$ cat src/hw/rtl/ctpc_ram.sv
`timescale 1ns / 1ps
// Generic single-port-write, registered-read RAM.
module ctpc_ram #(
  parameter int WIDTH = 8,
  parameter int DEPTH = 16,
  localparam int AW = (DEPTH > 1) ? $clog2(DEPTH) : 1
) (
  input  logic             clk,
  input  logic             we,
  input  logic [AW-1:0]    waddr,
  input  logic [WIDTH-1:0] wdata,
  input  logic [AW-1:0]    raddr,
  output logic [WIDTH-1:0] rdata
);

  logic [WIDTH-1:0] mem [DEPTH];

  always_ff @(posedge clk) begin
    if (we) begin
      mem[waddr] <= wdata;
    end
    rdata <= mem[raddr];
  end

endmodule

$ cat config.mk
export PLATFORM = sky130hd
export DESIGN_NAME = ctpc_ram
export DESIGN_NICKNAME = d
export VERILOG_FILES = /design/src/hw/rtl/ctpc_ram.sv
export SDC_FILE = /design/constraint.sdc
export NUM_CORES = 1
export LEC_CHECK = 0
export BUFFER_PORTS_ARGS = -buffer_cell sky130_fd_sc_hd__clkbuf_2
export CAP_MARGIN = 20
export CORE_ASPECT_RATIO = 1.75
export CORE_MARGIN = 3
export CORE_UTILIZATION = 50
export DETAILED_ROUTE_END_ITERATION = 8
export PLACE_DENSITY = 0.66
export SLEW_MARGIN = 10
export SYNTH_ARGS = -nofsm -noshare
export SYNTH_HDL_FRONTEND = slang
export SYNTH_SLANG_ARGS = --single-unit
export TNS_END_PERCENT = 20
$ cat constraint.sdc
create_clock -name clk -period 5.1 [get_ports clk]
set_input_delay 1.02 -clock clk [delete_from_list [all_inputs] [get_ports clk]]
set_output_delay 1.02 -clock clk [all_outputs]
set_load 0.1 [all_outputs]
==> results of run 1 <==
[power groups by stage]
| stage | Combinational, mW | Clock [mW] | Sequential (mW) |
|---|---|---|---|
| CTS | 0.163 | 1.29 | 1.26 |
| global route | 0.170 | 1.34 | 1.26 |
| finish | 0.161 | 1.28 | 1.26 |
| global placement | 0.159 | 0 | 1.28 |
| detailed placement | 0.162 | 0 | 1.28 |
| floorplan | 0.0634 | 0 | 1.33 |
[routing by layer]
metal	track usage [%]	vias to the layer above
li1	-	1050
met1	21.9	1210
met2	30.7	64
met3	5.66	11
met4	7.24	0
met5	0	-
[flip-flops by register name, summed over array words and instances, names as in the netlist]
| register | count |
|---|---|
| mem | 128 |
| rdata | 8 |
[cells by family after synthesis]
logic type / after synthesis / synth area share, %
and+or+nand+nor: 35 / 3.18
AOI/OAI and AO/OA: 16 / 2.33
buffers and inverters: 10 / 1.68
muxes: 32 / 15.0
DFF: 136 / 77.8
[how the worst max path moves through the flow]
stage,startpoint,to
2_1_floorplan,waddr[2],mem[0][0]$_DFFE_PP_
3_3_place_gp,raddr[0],rdata[2]$_DFF_P_
3_5_place_dp,raddr[0],rdata[2]$_DFF_P_
4_1_cts,raddr[0],rdata[2]$_DFF_P_
5_1_grt,raddr[0],rdata[3]$_DFF_P_
6_report,raddr[0],rdata[3]$_DFF_P_
[stage by stage]
| stage | hold WS [ns] | instances | setup WS [ns] | instance area (um2) |
|---|---|---|---|---|
| finish | 0.671 | 405 | 2.48 | 5990 |
| global route | 0.702 | 405 | 2.35 | 5990 |
| global placement | 0.655 | 374 | 2.09 | 5380 |
| CTS | 0.679 | 405 | 2.45 | 5990 |
| detailed placement | 0.665 | 374 | 2.05 | 5380 |
| floorplan | 0.629 | 229 | 2.59 | 5150 |
[critical path: cells and delay by family]
| kind | cells | cell delay (ns) |
|---|---|---|
| buffers and inverters | 2 | 0.96 |
| multiplexers | 1 | 0.60 |
| AO/OA/AOI/OAI | 1 | 0.24 |
| AND/OR/NAND/NOR | 1 | 0.08 |
[cell type report]
class / count / area [um2] / share of cell area (%)
sequential: 136 / 4000 / 66.8
multi-input combinational: 83 / 1060 / 17.6
clock buffer: 19 / 433 / 7.22
clock inverter: 12 / 181 / 3.03
timing repair buffer: 30 / 163 / 2.71
tap: 125 / 156 / 2.61
[cells in the final DEF, fill, tap and decap left out]
cell       synthesis  layout
edfxtp_1         128     128
clkbuf_2           0      25
mux4_2            18      18
clkbuf_16          0      17
a22oi_1           16      16
mux4_1            14      14
nor2_1            13      13
nand2_1            9       9
dfxtp_1            8       8
bufinv_16          0       5
buf_4              1       5
nor3_1             4       4
clkinv_2           0       4
clkinv_1           0       3
nand3b_1           2       2
nand2b_1           2       2
clkbuf_1           0       2
nor2b_1            1       1
and2_1             1       1
and2b_1            1       1
nand3_1            1       1
or3b_2             1       1
==> results.sh, run 1 <==
export IMPL_outcome="finished, final reports clean"
export IMPL_synth_common_cells="edfxtp_1 (128), mux4_2 (18), a22oi_1 (16)"
export IMPL_clock_fmax_mhz=382
export IMPL_grt_pass1_vias=2478
export IMPL_yosysUniqueCellTypes=19
export IMPL_routed_top_layer="met4"
export IMPL_routed_wirelength_mm=9.40
export IMPL_initial_core_util_pct=51.6
export IMPL_combPwrFrac_pct=6.0
export IMPL_peakVddDrop_v=0.000294
export IMPL_period_share_pct=51.3
export IMPL_syn_inst=229
export IMPL_drt_iter0_drc=204
export IMPL_synth_fp_nets=247
export IMPL_grt_max_degree=33
export IMPL_reg2reg_depth=3
export IMPL_postCtsHoldBufs=0
export IMPL_end_kind="register"
export IMPL_synth_edf_count=128
export IMPL_die_width_um=82.7
export IMPL_yosys_warnings=0
export IMPL_leakagePower_nw=2.03
export IMPL_io_buffers=25
export IMPL_ys_seq_area_share_pct=77.8
export IMPL_cpMaxStageDelayCell="mux4_1"
export IMPL_min_from="mem[8][2]$_DFFE_PP_"
export IMPL_rrSetupSlack_ns=3.78
export IMPL_drtPass1Iterations=4
export IMPL_power_switching_uw=544
export IMPL_numCtsBuffers=17
export IMPL_grt_use_total_pct=18.4
export IMPL_setup_viol=0
export IMPL_drt_met1_wl_mm=3.64
export IMPL_r2r_start="mem[1][5]$_DFFE_PP_"
export IMPL_crit_path_max_fanout=20
export IMPL_cp_start_kind="input pin"
export IMPL_post_route_min_period_ns=2.62
export IMPL_powerDensity_nw_per_um2=449
export IMPL_skew_ns=0.00761
export IMPL_regToRegEndpoint="rdata[5]$_DFF_P_"
export IMPL_clkPwrFrac_pct=47.4
export IMPL_pwr_share_seq_pct=46.7
export IMPL_cap_violations=0
export IMPL_antenna_found_initial=0
export IMPL_slowest_delay_ns=0.60
export IMPL_fill_cells=748
export IMPL_whs_path_depth=3
export IMPL_die_h_um=140
export IMPL_tightest_slew_ns=0.948
export IMPL_yosys_area_top_type="edfxtp_1"
export IMPL_io_pins=26
export IMPL_clk_latency_ns=0.41
export IMPL_utilization_pct=60.1
export IMPL_path_cells="clkbuf_2 > buf_4 > mux4_1 > a22oi_1 > nand2_1"
export IMPL_cts_sinks=136
export IMPL_worstSetupPathType="input pin to register"
export IMPL_postRouteAntennaNets=0
export IMPL_clk_pin_slew_ns=0.05
export IMPL_cts_tree="done"
export IMPL_rows=48
export IMPL_final_nets=286
export IMPL_ys_ff_latch=136
export IMPL_dieArea_um2=11600
export IMPL_insertedDiodeCount=0
export IMPL_wl_met3_um=405
export IMPL_clockRootBuffer="clkbuf_16"
export IMPL_hold_class="register to register"
export IMPL_intPower_mw=2.15
export IMPL_synth_most_common_cell="edfxtp_1"
export IMPL_layout_drive_gt1_share_pct=26.8
export IMPL_cts_setup_buffers=0
export IMPL_htree_num_levels=4
export IMPL_syn_to_final_growth_pct=16.5
export IMPL_total_power_mw=2.69
export IMPL_cts_repair_resized=0
export IMPL_vias=2335
export IMPL_grt_pass1_wl_mm=14.5
export IMPL_core_um2=9970
export IMPL_synth_area_leaders="edfxtp_1 (75%), mux4_2 (7.9%), mux4_1 (7.1%), dfxtp_1 (3.1%), a22oi_1 (2.3%)"
export IMPL_synth_top_area_share_pct=74.7
export IMPL_hold_end="rdata[2]$_DFF_P_"
export IMPL_hold_viol=0
export IMPL_synth_flop_cell="edfxtp_1"
export IMPL_gp_congestion=0.734
export IMPL_rsz0062_at_grt="no"
export IMPL_post_drt_wl_per_cell_um=23.2
export IMPL_switching_share_pct=20.2
export IMPL_drc=0
export IMPL_hpwl_mm=6.28
export IMPL_async_flop_share_pct=0
export IMPL_syn_cell_area_um2=5150
export IMPL_cp_arrival_ns=2.91
export IMPL_syn_avg_cell_area_um2=22.5
export IMPL_clockBufferDepth=2
export IMPL_relSlewSlack_pct=36.6
export IMPL_worstPathRequired_ns=5.40
export IMPL_wl_met2_mm=5.23
export IMPL_grt_overflow=0
export IMPL_viasPerCell=5.77
export IMPL_final_setup_tns_ns=0
export IMPL_drv_slew=0
Power figures use the tool's default switching activity.
==> run 2: changes to the inputs <==
Settings changed: ABC_AREA from default to 1.
Clock period 5.1 ns to 2.55 ns, I/O delays scaled along.
==> results.sh, run 2 <==
export IMPL_dieArea_um2=12900
export IMPL_numCtsBuffers=17
export IMPL_synth_area_leaders="edfxtp_1 (67%), nand2_1 (11%), nand3_1 (8.4%), inv_1 (6.5%), dfxtp_1 (2.8%)"
export IMPL_clockRootBuffer="clkbuf_16"
export IMPL_io_buffers=25
export IMPL_crit_family="buffers and inverters"
export IMPL_grt_max_degree=65
export IMPL_outcome="finished, final reports clean"
export IMPL_pre_cts_slack_ns=0.620
export IMPL_cts_setup_buffers=0
export IMPL_reg2reg_depth=6
export IMPL_largest_reg_flops=128
export IMPL_drc=0
export IMPL_critPathCapture="rdata[5]"
export IMPL_final_nets=592
export IMPL_die_width_um=87.2
export IMPL_regToRegEndpoint="rdata[5]$_DFF_P_"
export IMPL_clk_pin_slew_ns=0.06
export IMPL_hpwl_mm=8.52
export IMPL_drtPass1Iterations=5
export IMPL_routed_wirelength_mm=13.7
export IMPL_fill_cells=929
export IMPL_gp_congestion=0.835
export IMPL_leakagePower_nw=2.83
export IMPL_post_route_min_period_ns=1.74
export IMPL_yosys_warnings=0
export IMPL_switching_share_pct=23.2
export IMPL_regMostFlops="mem"
export IMPL_die_h_um=148
export IMPL_initial_core_util_pct=51.3
export IMPL_syn_avg_cell_area_um2=10.5
export IMPL_use_met1_pct=26.4
export IMPL_combPwrFrac_pct=7.4
export IMPL_yosys_area_top_type="edfxtp_1"
export IMPL_gr_usage_met2_pct=39.2
export IMPL_insertedDiodeCount=0
export IMPL_synth_flop_cell="edfxtp_1"
export IMPL_htree_num_levels=4
export IMPL_vias=3738
export IMPL_ys_seq_area_share_pct=69.4
export IMPL_layout_drive_gt1_share_pct=10.4
export IMPL_tightest_slew_ns=0.852
export IMPL_grt_overflow=0
export IMPL_syn_inst=551
export IMPL_synth_most_common_cell="nand2_1"
export IMPL_post_drt_wl_per_cell_um=19.0
export IMPL_async_flop_share_pct=0
export IMPL_syn_to_final_growth_pct=13.6
export IMPL_io_pins=26
export IMPL_hold_class="input pin to register"
export IMPL_worstSetupPathType="register to primary output"
export IMPL_rsz0062_at_grt="no"
export IMPL_ys_ff_latch=136
export IMPL_layout_common_cells="nand2_1 (173), edfxtp_1 (128), inv_1 (100), nand3_1 (97), clkbuf_2 (25)"
export IMPL_setup_viol=0
export IMPL_crit_start="rdata[5]$_DFF_P_"
export IMPL_r2r_start="mem[15][5]$_DFFE_PP_"
export IMPL_clk_latency_ns=0.42
export IMPL_rrSetupSlack_ns=1.49
export IMPL_cts_repair_resized=0
export IMPL_antenna_found_initial=0
export IMPL_drv_slew=0
export IMPL_clock_fmax_mhz=576
export IMPL_postCtsHoldBufs=0
export IMPL_synth_edf_count=128
export IMPL_multi_input_area_um2=1210
export IMPL_cp_num_buf_inv=1
export IMPL_viasPerCell=5.20
export IMPL_grt_pass1_vias=3895
export IMPL_syn_cell_area_um2=5770
export IMPL_busiest_layer="met2"
export IMPL_cap_violations=0
export IMPL_clkPwrFrac_pct=46.9
export IMPL_grt_use_total_pct=22.8
export IMPL_cp_start_kind="register"
export IMPL_synth_top_area_share_pct=66.7
export IMPL_top_regs="mem x128, rdata x8"
export IMPL_period_share_pct=68.1
export IMPL_crit_path_max_fanout=1
export IMPL_synth_fp_nets=569
export IMPL_grt_pass1_wl_mm=21.3
export IMPL_final_setup_tns_ns=0
export IMPL_core_um2=11200
export IMPL_drt_iter0_drc=241
export IMPL_path_depth=1
export IMPL_pwr_share_seq_pct=45.7
export IMPL_power_switching_mw=1.28
export IMPL_rows=51
export IMPL_cts_tree="done"
export IMPL_clockBufferDepth=2
export IMPL_synth_common_cells="nand2_1 (173), edfxtp_1 (128), inv_1 (100)"
export IMPL_peakVddDrop_v=0.000616
export IMPL_powerDensity_nw_per_um2=839
export IMPL_fin_ws_ns=0.814
export IMPL_skew_ns=0.0106
export IMPL_end_kind="primary output"
export IMPL_grt_util_met3_pct=5.43
export IMPL_slowest_delay_ns=0.47
export IMPL_path_cells="clkbuf_2"
export IMPL_hold_viol=0
export IMPL_yosysUniqueCellTypes=12
export IMPL_relSlewSlack_pct=43.0
export IMPL_cpMaxStageDelayCell="clkbuf_2"
export IMPL_cts_sinks=136
export IMPL_postRouteAntennaNets=0
export IMPL_worstPathRequired_ns=2.04
export IMPL_cp_arrival_ns=1.23
export IMPL_intPower_mw=4.22
export IMPL_mostFrequentLayoutCell="nand2_1"
export IMPL_regArea_um2=4000
## run 2: cell types whose count changed after synthesis, sizes merged, moves of 16 or more
cell and delta:
a22oi -16, buf +17, inv +102, mux4 -32, nand2 +164, nand3 +96
## run 2: metal layers
layer	part of all wire (%)	vias to the layer above
met4	3.9	0
met5	0	-
li1	-	1821
met2	53	113
met3	4.1	34
met1	39	1770
## run 2: worst min path at each step
stage                       end  slack (ns)                 start  cells past startpoint
2_1_floorplan  rdata[0]$_DFF_P_        0.61  mem[10][0]$_DFFE_PP_                      6
3_3_place_gp   rdata[0]$_DFF_P_        0.67  mem[14][0]$_DFFE_PP_                      6
3_5_place_dp   rdata[7]$_DFF_P_        0.68   mem[9][7]$_DFFE_PP_                      6
4_1_cts        rdata[2]$_DFF_P_        0.47              raddr[3]                      3
5_1_grt        rdata[6]$_DFF_P_        0.51              raddr[3]                      3
6_report       rdata[6]$_DFF_P_        0.49              raddr[3]                      3
## run 2: kinds of logic after synthesis
group	share of synthesized area, %
AND/OR/NAND/NOR	21.0
buffers and inverters	9.52
flip-flops	69.4
## run 2: power by group through the flow
stage,clock (mW),sequential [mW],combinational (mW)
finish,2.58,2.52,0.404
global route,2.70,2.52,0.438
CTS,2.60,2.52,0.406
detailed placement,0,2.56,0.403
global placement,0,2.56,0.400
floorplan,0,2.66,0.176
## run 2: cell type report
type                            count  share of cell area, %
Clock buffer                       18                   6.55
Clock inverter                     14                   3.04
Inverter                          102                   5.84
Multi-Input combinational cell    289                   18.5
Sequential cell                   136                   61.1
Tap cell                          132                   2.52
Timing Repair Buffer               28                   2.44
## run 2: metrics by stage
step	util, %	total power [mW]	std cells	hold WS (ns)	cell area [um2]
2_1_floorplan	-	2.84	551	0.607	5770
3_3_place_gp	52.8	2.96	687	0.672	5930
3_5_place_dp	52.8	2.97	687	0.685	5930
4_1_cts	58.4	5.52	719	0.473	6550
5_1_grt	58.4	5.66	719	0.509	6550
6_report	58.4	5.50	719	0.491	6550
